## src/rtl/gsa_pkg.sv

```systemverilog
`timescale 1ns / 1ps
// ----------------------------------------------------------------------------
// gsa_pkg: shared types and constants for the scalar ALU
// Operation codes, transaction payload structs and bitfield-extract fields.
// ----------------------------------------------------------------------------
package gsa_pkg;

  // Operation select
  typedef enum logic [3:0] {
    ModeMov32       = 4'd0,
    ModeMov64       = 4'd1,
    ModeMovk        = 4'd2,
    ModeAdd         = 4'd3,
    ModeMul         = 4'd4,
    ModeCmpEq       = 4'd5,
    ModeCsel32      = 4'd6,
    ModeCsel64      = 4'd7,
    ModeAnd32       = 4'd8,
    ModeAnd64       = 4'd9,
    ModeAndn2       = 4'd10,
    ModeOr          = 4'd11,
    ModeNor         = 4'd12,
    ModeLshr        = 4'd13,
    ModeBfe         = 4'd14,
    ModeAndSaveExec = 4'd15
  } gsa_mode_e;

  // Shift amount / extract offset field of the second operand
  localparam int unsigned ShiftBits   = 5;
  // Extract width field of the second operand
  localparam int unsigned BfeWidthLsb = 16;
  localparam int unsigned BfeWidthBits = 7;

  // Input transaction
  typedef struct packed {
    gsa_mode_e          mode;
    logic [63:0]        first_operand;
    logic [63:0]        second_operand;
    logic signed [15:0] immediate;
  } gsa_in_t;

  // Result transaction
  typedef struct packed {
    logic [63:0] result_value;
    logic        write_enable;
    logic        flag_out;
    logic [63:0] lane_mask_out;
  } gsa_out_t;

endpackage

```

## src/rtl/gpu_scalar_alu_with_flags_core.sv

```systemverilog
`timescale 1ns / 1ps
// ----------------------------------------------------------------------------
// gpu_scalar_alu_with_flags_core: scalar ALU with condition flag and exec mask
// Input register, single-pass execute, result register; flag and lane mask
// are updated as each instruction moves into the result register.
//
//   channel | signals                         | payload
//   --------+---------------------------------+-----------
//   input   | in_valid_i  / in_ready_o        | gsa_in_t
//   output  | out_valid_o / out_ready_i       | gsa_out_t
//
// An input transaction is held in the input register, executed, and its result is
// captured in the result register before the result transaction is presented.
// Throughput is one instruction per cycle while the output does not stall; the flag/mask feedback through
// the ALU is a single combinational step.
// Reset clears both stages, the flag to 0 and the lane mask to all ones.
// An output stall holds the result register and backs up into the input
// register; input stays ready while either stage can drain.
// ----------------------------------------------------------------------------
module gpu_scalar_alu_with_flags_core import gsa_pkg::*; (
  input  logic     clk_i,
  input  logic     rst_ni,
  input  logic     in_valid_i,
  output logic     in_ready_o,
  input  gsa_in_t  in_data_i,
  output logic     out_valid_o,
  input  logic     out_ready_i,
  output gsa_out_t out_data_o
);

  logic        s1_valid_q;
  gsa_in_t     s1_q;
  logic        out_valid_q;
  gsa_out_t    out_q;
  logic        flag_q;
  logic        flag_d;
  logic [63:0] mask_q;
  logic [63:0] mask_d;
  gsa_out_t    alu_res;
  logic        exec_fire;
  logic        in_fire;

  // Handshake control
  assign exec_fire  = s1_valid_q && (!out_valid_q || out_ready_i);
  assign in_ready_o = !s1_valid_q || exec_fire;
  assign in_fire    = in_valid_i && in_ready_o;

  // Input register
  always_ff @(posedge clk_i or negedge rst_ni) begin
    if (!rst_ni) begin
      s1_valid_q <= 1'b0;
    end else if (in_ready_o) begin
      s1_valid_q <= in_valid_i;
    end
  end

  always_ff @(posedge clk_i) begin
    if (in_fire) begin
      s1_q <= in_data_i;
    end
  end

  // Execute
  gsa_alu u_alu (
    .item_i (s1_q),
    .flag_i (flag_q),
    .mask_i (mask_q),
    .res_o  (alu_res)
  );

  // Architectural state, committed with the transaction
  assign flag_d = exec_fire ? alu_res.flag_out : flag_q;
  assign mask_d = exec_fire ? alu_res.lane_mask_out : mask_q;

  always_ff @(posedge clk_i or negedge rst_ni) begin
    if (!rst_ni) begin
      flag_q <= 1'b0;
      mask_q <= '1;
    end else begin
      flag_q <= flag_d;
      mask_q <= mask_d;
    end
  end

  // Result register
  always_ff @(posedge clk_i or negedge rst_ni) begin
    if (!rst_ni) begin
      out_valid_q <= 1'b0;
    end else if (exec_fire) begin
      out_valid_q <= 1'b1;
    end else if (out_ready_i) begin
      out_valid_q <= 1'b0;
    end
  end

  always_ff @(posedge clk_i) begin
    if (exec_fire) begin
      out_q <= alu_res;
    end
  end

  assign out_valid_o = out_valid_q;
  assign out_data_o  = out_q;

  // Assertions
  a_mask_only_saveexec: assert property (@(posedge clk_i) disable iff (!rst_ni)
    !(exec_fire && (s1_q.mode == ModeAndSaveExec)) |=> $stable(mask_q))
    else $error("lane mask changed without and-saveexec");

  a_out_tracks_state: assert property (@(posedge clk_i) disable iff (!rst_ni)
    out_valid_q |-> (out_q.lane_mask_out == mask_q) && (out_q.flag_out == flag_q))
    else $error("held result disagrees with committed flag/mask");

  a_cmp_no_write: assert property (@(posedge clk_i) disable iff (!rst_ni)
    (exec_fire && (s1_q.mode == ModeCmpEq)) |=> !out_q.write_enable)
    else $error("compare produced a register write");

  a_ready_when_empty: assert property (@(posedge clk_i) disable iff (!rst_ni)
    !out_valid_q |-> in_ready_o)
    else $error("input stalled with empty result register");

endmodule

```

## src/rtl/gsa_alu.sv

```systemverilog
`timescale 1ns / 1ps
// ----------------------------------------------------------------------------
// gsa_alu: scalar ALU datapath
// Single-pass combinational execute of one instruction against the current
// condition flag and lane mask; produces the result and the next state.
// ----------------------------------------------------------------------------
module gsa_alu import gsa_pkg::*; (
  input  gsa_in_t     item_i,
  input  logic        flag_i,
  input  logic [63:0] mask_i,
  output gsa_out_t    res_o
);

  logic [63:0] a;
  logic [63:0] b;
  logic [31:0] a32;
  logic [31:0] b32;
  logic [31:0] sum32;
  logic [31:0] prod32;
  logic [31:0] shr32;
  logic [ShiftBits-1:0]    sh_amt;
  logic [BfeWidthBits-1:0] bfe_width;
  logic [31:0] bfe_mask;
  logic [31:0] bfe32;
  logic [63:0] res;
  logic        we;
  logic        set_nz;
  logic        flag_nxt;
  logic [63:0] mask_nxt;

  assign a   = item_i.first_operand;
  assign b   = item_i.second_operand;
  assign a32 = a[31:0];
  assign b32 = b[31:0];

  // Arithmetic units
  assign sum32  = a32 + b32;
  assign prod32 = a32 * b32;

  // Shifter, shared by lshr and extract (same offset field)
  assign sh_amt = b[ShiftBits-1:0];
  assign shr32  = a32 >> sh_amt;

  // Extract: bits above 31 are already zero after the shift, so clipping
  // the width at bit 31 falls out; zero width gives an empty mask
  assign bfe_width = b[BfeWidthLsb +: BfeWidthBits];
  always_comb begin
    if (bfe_width >= BfeWidthBits'(32)) begin
      bfe_mask = '1;
    end else begin
      bfe_mask = ~({32{1'b1}} << bfe_width[4:0]);
    end
  end
  assign bfe32 = shr32 & bfe_mask;

  // Operation select
  always_comb begin
    res      = '0;
    we       = 1'b1;
    set_nz   = 1'b0;
    flag_nxt = flag_i;
    mask_nxt = mask_i;
    case (item_i.mode)
      ModeMov32:  res = {32'b0, a32};
      ModeMov64:  res = a;
      ModeMovk:   res = {32'b0, {16{item_i.immediate[15]}}, item_i.immediate};
      ModeAdd:    res = {32'b0, sum32};
      ModeMul:    res = {32'b0, prod32};
      ModeCmpEq: begin
        we       = 1'b0;
        flag_nxt = (a32 == b32);
      end
      ModeCsel32: res = flag_i ? {32'b0, a32} : {32'b0, b32};
      ModeCsel64: res = flag_i ? a : b;
      ModeAnd32: begin
        res    = {32'b0, a32 & b32};
        set_nz = 1'b1;
      end
      ModeAnd64: begin
        res    = a & b;
        set_nz = 1'b1;
      end
      ModeAndn2: begin
        res    = a & ~b;
        set_nz = 1'b1;
      end
      ModeOr: begin
        res    = a | b;
        set_nz = 1'b1;
      end
      ModeNor: begin
        res    = ~(a | b);
        set_nz = 1'b1;
      end
      ModeLshr: begin
        res    = {32'b0, shr32};
        set_nz = 1'b1;
      end
      ModeBfe: begin
        res    = {32'b0, bfe32};
        set_nz = 1'b1;
      end
      ModeAndSaveExec: begin
        res      = mask_i;
        mask_nxt = a & mask_i;
        flag_nxt = |(a & mask_i);
      end
      default: begin
        res = '0;
      end
    endcase
    if (set_nz) begin
      flag_nxt = |res;
    end
  end

  assign res_o.result_value  = res;
  assign res_o.write_enable  = we;
  assign res_o.flag_out      = flag_nxt;
  assign res_o.lane_mask_out = mask_nxt;

endmodule
```

## config.mk

```make
export PLATFORM = sky130hd
export DESIGN_NAME = gpu_scalar_alu_with_flags_core
export DESIGN_NICKNAME = d
export VERILOG_FILES = /design/src/rtl/gsa_pkg.sv /design/src/rtl/gpu_scalar_alu_with_flags_core.sv /design/src/rtl/gsa_alu.sv
export SDC_FILE = /design/constraint.sdc
export NUM_CORES = 2
export LEC_CHECK = 0
export BUFFER_PORTS_ARGS = -buffer_cell sky130_fd_sc_hd__buf_2
export CORE_ASPECT_RATIO = 0.6
export CORE_MARGIN = 2
export CORE_UTILIZATION = 40
export DETAILED_ROUTE_END_ITERATION = 6
export PLACE_DENSITY = 0.58
export SYNTH_ARGS = -nofsm -noshare
export SYNTH_HDL_FRONTEND = slang
export SYNTH_SLANG_ARGS = --single-unit
```

## constraint.sdc

```tcl
create_clock -name clk_i -period 9 [get_ports clk_i]
set_input_delay 0.9 -clock clk_i [delete_from_list [all_inputs] [get_ports clk_i]]
set_output_delay 0.9 -clock clk_i [all_outputs]
set_load 0.01 [all_outputs]
```

* Yosys cells after proc, flatten, opt, wreduce, memory -nomap -nowiden *
Index checks and enable logic that the tools add are counted.

operators by class
  reductions and logical operators = 11
  eq/ne operators = 16
  add/subtract/negate cells = 1
  $mul = 1
  order comparisons = 1
  mux-type cells = 11
  shifts and indexed selects = 2
  bitwise gates (word level) = 9

operator list
  operator               number
  $pmux 64 s15           1
  $and 64x64->64         3
  $mux 64                2
  $not 64->64            2
  $reduce_or 64->1       2
  $and 32x32->32         2
  $mux 32                2
  $or 64x64->64          1
  $add 32x32->32         1
  $eq 32x32->1           1
  $eq 4x4->1 const B     8
  $mul 32x32->32         1
  $not 32->32            1
  $shl 32x5->32 const A  1
  $shr 32x5->32          1
  $eq 4x3->1 const B     4
  $eq 4x2->1 const B     2
  $ge 7x6->1 const B     1
  $reduce_or 7->1        1
  $mux 1                 5
  $eq 4x1->1 const B     1
  $logic_not 4->1        1
  $logic_and 1x1->1      2
  $logic_not 1->1        2
  other kinds (3)        4

word-level totals
  logic and storage cells = 64
  output and inout port bits = 132
  register bits after elaboration = 345

* Logic depth before layout (Yosys ltp) *
  depth in word-level cells = 7
  gate-level depth with buffers = 30
  depth with buffers taken out = 27

* Cells and area by module *
A second synthesis with hierarchy kept.

unflattened totals
  cell total of the unflattened synthesis = 3676
  area total of the unflattened synthesis = 36080.9 µm²

by module, submodules not included
  module                          area an instance (µm²)  cells each  seq. area each (µm²)  instances
  gsa_alu                         24951.4                 3252        0.0                   1
  gpu_scalar_alu_with_flags_core  11129.4                 424         10104.7               1

* Worst setup path before layout *
OpenSTA, ideal clock, no wires.

  path kind = register -> register
  from = register s1_q[18] (netlist name)
  to = register out_q, in the netlist out_data_o[64] (data pin)
  data required time = 8733 ps
  cell stages (with the launch flop) = 29
  path buffers = 3
  library setup time = 267 ps
  slack = 747 ps
  clock period less this slack = 8253 ps
  arrival time = 7986 ps
  cell sequence = edfxtp_1 -> inv_1 -> clkbuf_1 -> clkbuf_1 -> buf_1 -> nor2_1 -> fa_1 -> inv_1 -> fa_1 -> fa_1 -> fa_1 -> inv_1 -> fa_1 -> inv_1 -> fa_1 -> inv_1 -> fa_1 -> fa_1 -> ha_1 -> and2_1 -> and3_1 -> a22oi_1 -> nand2_1 -> o41ai_2 -> xnor2_1 -> a211o_1 -> or4bb_1 -> nor3_1 -> a21oi_1

RTL lines
  element                 line                                  text
  start, declared         gpu_scalar_alu_with_flags_core.sv:32  gsa_in_t s1_q;
  start signal, assigned  gpu_scalar_alu_with_flags_core.sv:59  s1_q <= in_data_i;
  end signal, assigned    gpu_scalar_alu_with_flags_core.sv:98  out_q <= alu_res;
  end, declared           gpu_scalar_alu_with_flags_core.sv:34  gsa_out_t out_q;

==> results_tabular.tex <==
\begin{tabular}{lr}
\hline
Metric & Value \\
\hline
\multicolumn{2}{l}{\textbf{Run status}} \\
Status & finished, violations left \\
Failing checks & DRC \\
\multicolumn{2}{l}{\textbf{Clock network}} \\
Clock H-tree levels & 2 \\
Reg clk slew, reported paths & 0.07 ns \\
Clock insertion delay at the later pin of the skew report & 0.63 ns \\
CTS tree & done \\
Max Root-Sink Buffers & 3 \\
Clock Sinks & 345 \\
Library cell used as clock root buffer & clkbuf\_16 \\
Number of buffers added by the clock tree synthesis step & 38 \\
\# resized after CTS & 0 \\
\multicolumn{2}{l}{\textbf{Logic synthesis}} \\
Count of distinct cell types in the synthesized netlist & 97 \\
Complex-gate fraction of the synthesized area & 0.155 \\
Total of flip-flops plus latches after synthesis & 345 \\
Post-Syn Instances & 3720 \\
Number of enable flip-flop cells after synthesis & 278 \\
Post-synth top flop & edfxtp\_1 \\
Xor-xnor portion of the synthesized cell area & 0.0218 \\
Sequential element share of the synthesized area & 0.279 \\
Combinational family with the most area after synthesis & adder cells \\
Top post-synthesis cells by area & edfxtp\_1, fa\_1, ha\_1 \\
Multiplexer fraction of the synthesized cell area & 0.0407 \\
Synthesized area per cell & 9.73 um\^{}2 \\
Cell type with the highest aggregate area in the netlist & edfxtp\_1 \\
Post-Syn Area & 36200 um\^{}2 \\
Net Count, Synth & 4468 \\
Adder-cell area share of the yosys netlist & 0.291 \\
Yosys warnings & 0 \\
Async set or reset register ratio after synthesis & 0.194 \\
Simple logic cell fraction of the synthesized area & 0.132 \\
Share of Yosys cell area claimed by the top area cell type & 0.231 \\
\multicolumn{2}{l}{\textbf{Routing}} \\
Number of vias after detailed routing & 33457 \\
Number of detailed-routing iterations run before antenna repair & 7 \\
WL per Instance & 35.4 um \\
Vias per cell & 6.37 \\
Count of routing violations after the opening detailed-route iteration & 5573 \\
Final routed DRC violation total & 29 \\
Routed wire length & 186000 um \\
Number of routed nets with antenna violations & 0 \\
\multicolumn{2}{l}{\textbf{STA}} \\
Setup TNS & 0 ns \\
Slew of the pin with the lowest slew margin & 1.45 ns \\
Clock Skew & 0.0462 ns \\
FMAX & 114 MHz \\
Part of the cycle the worst path needs & 0.974 \\
Pins over their slew limit & 0 \\
Post-layout minimum cycle time & 8.76 ns \\
Number of endpoints with negative hold slack in the final report & 0 \\
Setup Viol. Count Final & 0 \\
Slew headroom & 0.0299 \\
Setup repair after global routing missed its margin & false \\
\multicolumn{2}{l}{\textbf{Setup path}} \\
Master of the slowest instance on the critical path & inv\_1 \\
Worst Path Class, Setup & register to register \\
Dominant cell type by count on the critical path & fa\_1 \\
Register-to-register path setup slack & 0.24 ns \\
Critical Path Source Type & register \\
Series of cell instances along the critical path & inv\_1 -> nor2\_1 -> fa\_1 -> inv\_1 -> fa\_1 -> fa\_1 -> fa\_1 -> inv\_1 -> fa\_1 -> fa\_1 -> fa\_1 -> fa\_1 -> ha\_1 -> mux2i\_1 -> o21ai\_0 -> a2111oi\_0 -> o211ai\_1 -> a221o\_1 -> nor3\_1 -> nand4\_1 -> nor3\_1 -> a21oi\_1 \\
Crit path required time & 9.31 ns \\
Delay of the slowest cell on the worst path & 0.64 ns \\
Worst r2r dst & out\_data\_o[64]\$\_DFFE\_PP\_ \\
Crit Path Max Fanout & 14 \\
Startpoint of the most critical register-to-register path & s1\_q[28]\$\_DFFE\_PP\_ \\
CP Data Arrival Time & 9.08 ns \\
Critical Path End Type & register \\
Worst reg2reg path depth & 22 \\
\multicolumn{2}{l}{\textbf{Hold path}} \\
Hold crit path type & input pin to asynchronous set/reset pin \\
\multicolumn{2}{l}{\textbf{Global route}} \\
Number of global-route vias before repair & 31721 \\
All-layer global routing usage & 0.397 \\
Overflow left after global routing & 0 \\
Global-route wire length before repair & 255000 um \\
Maximum number of pins on one net before global-route repair & 111 \\
Initial antenna violation count & 14 \\
\multicolumn{2}{l}{\textbf{Finish}} \\
Relative area change from synthesis to final layout & 13.6\% \\
Filler instances & 8697 \\
Nets@finish & 4737 \\
Share of final-layout standard cells stronger than drive strength 1 & 0.176 \\
Final core utilization & 0.458 \\
Post-route standard cell area excluding fillers & 41100 um\^{}2 \\
\multicolumn{2}{l}{\textbf{Die}} \\
Row Count & 85 \\
Boundary pin count & 284 \\
Initial Utilization & 0.404 \\
Die boundary height & 237 um \\
DIE WIDTH & 392 um \\
Core box area & 89700 um\^{}2 \\
Overall die area & 93000 um\^{}2 \\
\multicolumn{2}{l}{\textbf{Placement}} \\
Final weighted congestion in routability-driven placement & 1.12 \\
Dpl cell area & 39700 um\^{}2 \\
HPWL after DPL & 145000 um \\
I/O Buffers & 283 \\
\multicolumn{2}{l}{\textbf{Job}} \\
Max-cap check violation count & 0 \\
\hline
\end{tabular}
what timing repair did:
item / in CTS / in global routing
hold buffers: 0 / 0
setup buffers: 0 / 4
setup endpoints to repair: 0 / 2
synth_stat cells (30+ instances only):
master and instances:
a21boi_0 66, nand3_1 56, o21ai_0 109, a211oi_1 32, mux2i_1 55, nand2_1 395, nor2_1 368, o22ai_1 35
a221oi_1 35, buf_2 35, a22oi_1 38, fa_1 409, ha_1 187, inv_1 463, a21oi_1 88, dfstp_2 64
clkbuf_1 179, o21a_1 98, buf_1 30, edfxtp_1 278, xnor2_1 67, nor3_1 53, mux2_2 36
kinds of logic (layout without fill, tap and decap cells):
logic type | count (synthesis) | count (layout)
DFF | 345 | 345
buffers and inverters | 738 | 1036
adders and majority gates | 596 | 596
AOI/OAI and AO/OA | 775 | 775
and+or+nand+nor | 1062 | 1062
xor gates and xnor gates | 90 | 90
other | 0 | 13
muxes | 114 | 114
flip-flops by register name, summed over array words and instances (netlist names):
name	flops
flag_q	1
out_valid_o	1
mask_q	64
out_data_o	130
s1_valid_q	1
s1_q	148
routing by layer:
metal,up-vias,share of wire,GRT usage
met2,2738,0.36,0.478
met3,367,0.18,0.209
met1,17017,0.44,0.600
met5,-,0.0014,0.0161
li1,13323,-,-
met4,12,0.029,0.0963
per-stage QoR:
stage / hold WS [ns] / setup slack [ns] / std cells
global placement: 0.465 / 0.578 / 5163
floorplan: 0.451 / 0.747 / 3720
CTS: 0.163 / 0.330 / 5232
detailed placement: 0.468 / 0.372 / 5163
global route: 0.171 / 0.0128 / 5237
finish: 0.177 / 0.236 / 5249
worst max-delay path by stage:
stage | from | to | cells after the start | slack, ns
finish | s1_q[28]$_DFFE_PP_ | out_data_o[64]$_DFFE_PP_ | 22 | 0.24
global route | s1_q[92]$_DFFE_PP_ | out_data_o[64]$_DFFE_PP_ | 22 | 0.01
CTS | s1_q[24]$_DFFE_PP_ | out_data_o[64]$_DFFE_PP_ | 21 | 0.33
detailed placement | s1_q[24]$_DFFE_PP_ | out_data_o[64]$_DFFE_PP_ | 21 | 0.37
global placement | s1_q[24]$_DFFE_PP_ | out_data_o[64]$_DFFE_PP_ | 21 | 0.58
floorplan | s1_q[18]$_DFFE_PP_ | out_data_o[64]$_DFFE_PP_ | 28 | 0.75
area by class of cell:
type | instances | area, um^2 | area share
multi-input cells | 2637 | 23200 | 0.565
flip-flops and latches | 345 | 10100 | 0.246
repair buffers | 487 | 3050 | 0.0742
inverters | 480 | 1810 | 0.0440
well taps | 1218 | 1520 | 0.0371
clock buffers | 46 | 1020 | 0.0248
clock inverters | 23 | 325 | 0.00792
diodes | 13 | 32.5 | 0.000792
critical path, delay by kind of cell, from the launching register on:
family	cells	cell delay, ns
multiplexers	1	0.30
flip-flops	1	0.44
AND/OR/NAND/NOR	4	0.99
AO/OA/AOI/OAI	5	1.31
adder cells (fa/ha/maj)	9	4.67
buffers and inverters	3	0.76
layout by cell type (no fill, tap or decap), types with 55 or more instances in the layout:
cell,Yosys,final
inv_1,463,461
fa_1,409,409
nand2_1,395,394
nor2_1,368,368
buf_2,35,282
edfxtp_1,278,278
buf_4,1,197
ha_1,187,187
o21ai_0,109,109
o21a_1,98,98
a21oi_1,88,87
xnor2_1,67,67
a21boi_0,66,66
dfstp_2,64,64
nand3_1,56,56
mux2i_1,55,55
Power is left out: the tool's default activity adds up to more than one toggle a clock period on the data nets, which glitch-free logic cannot reach.
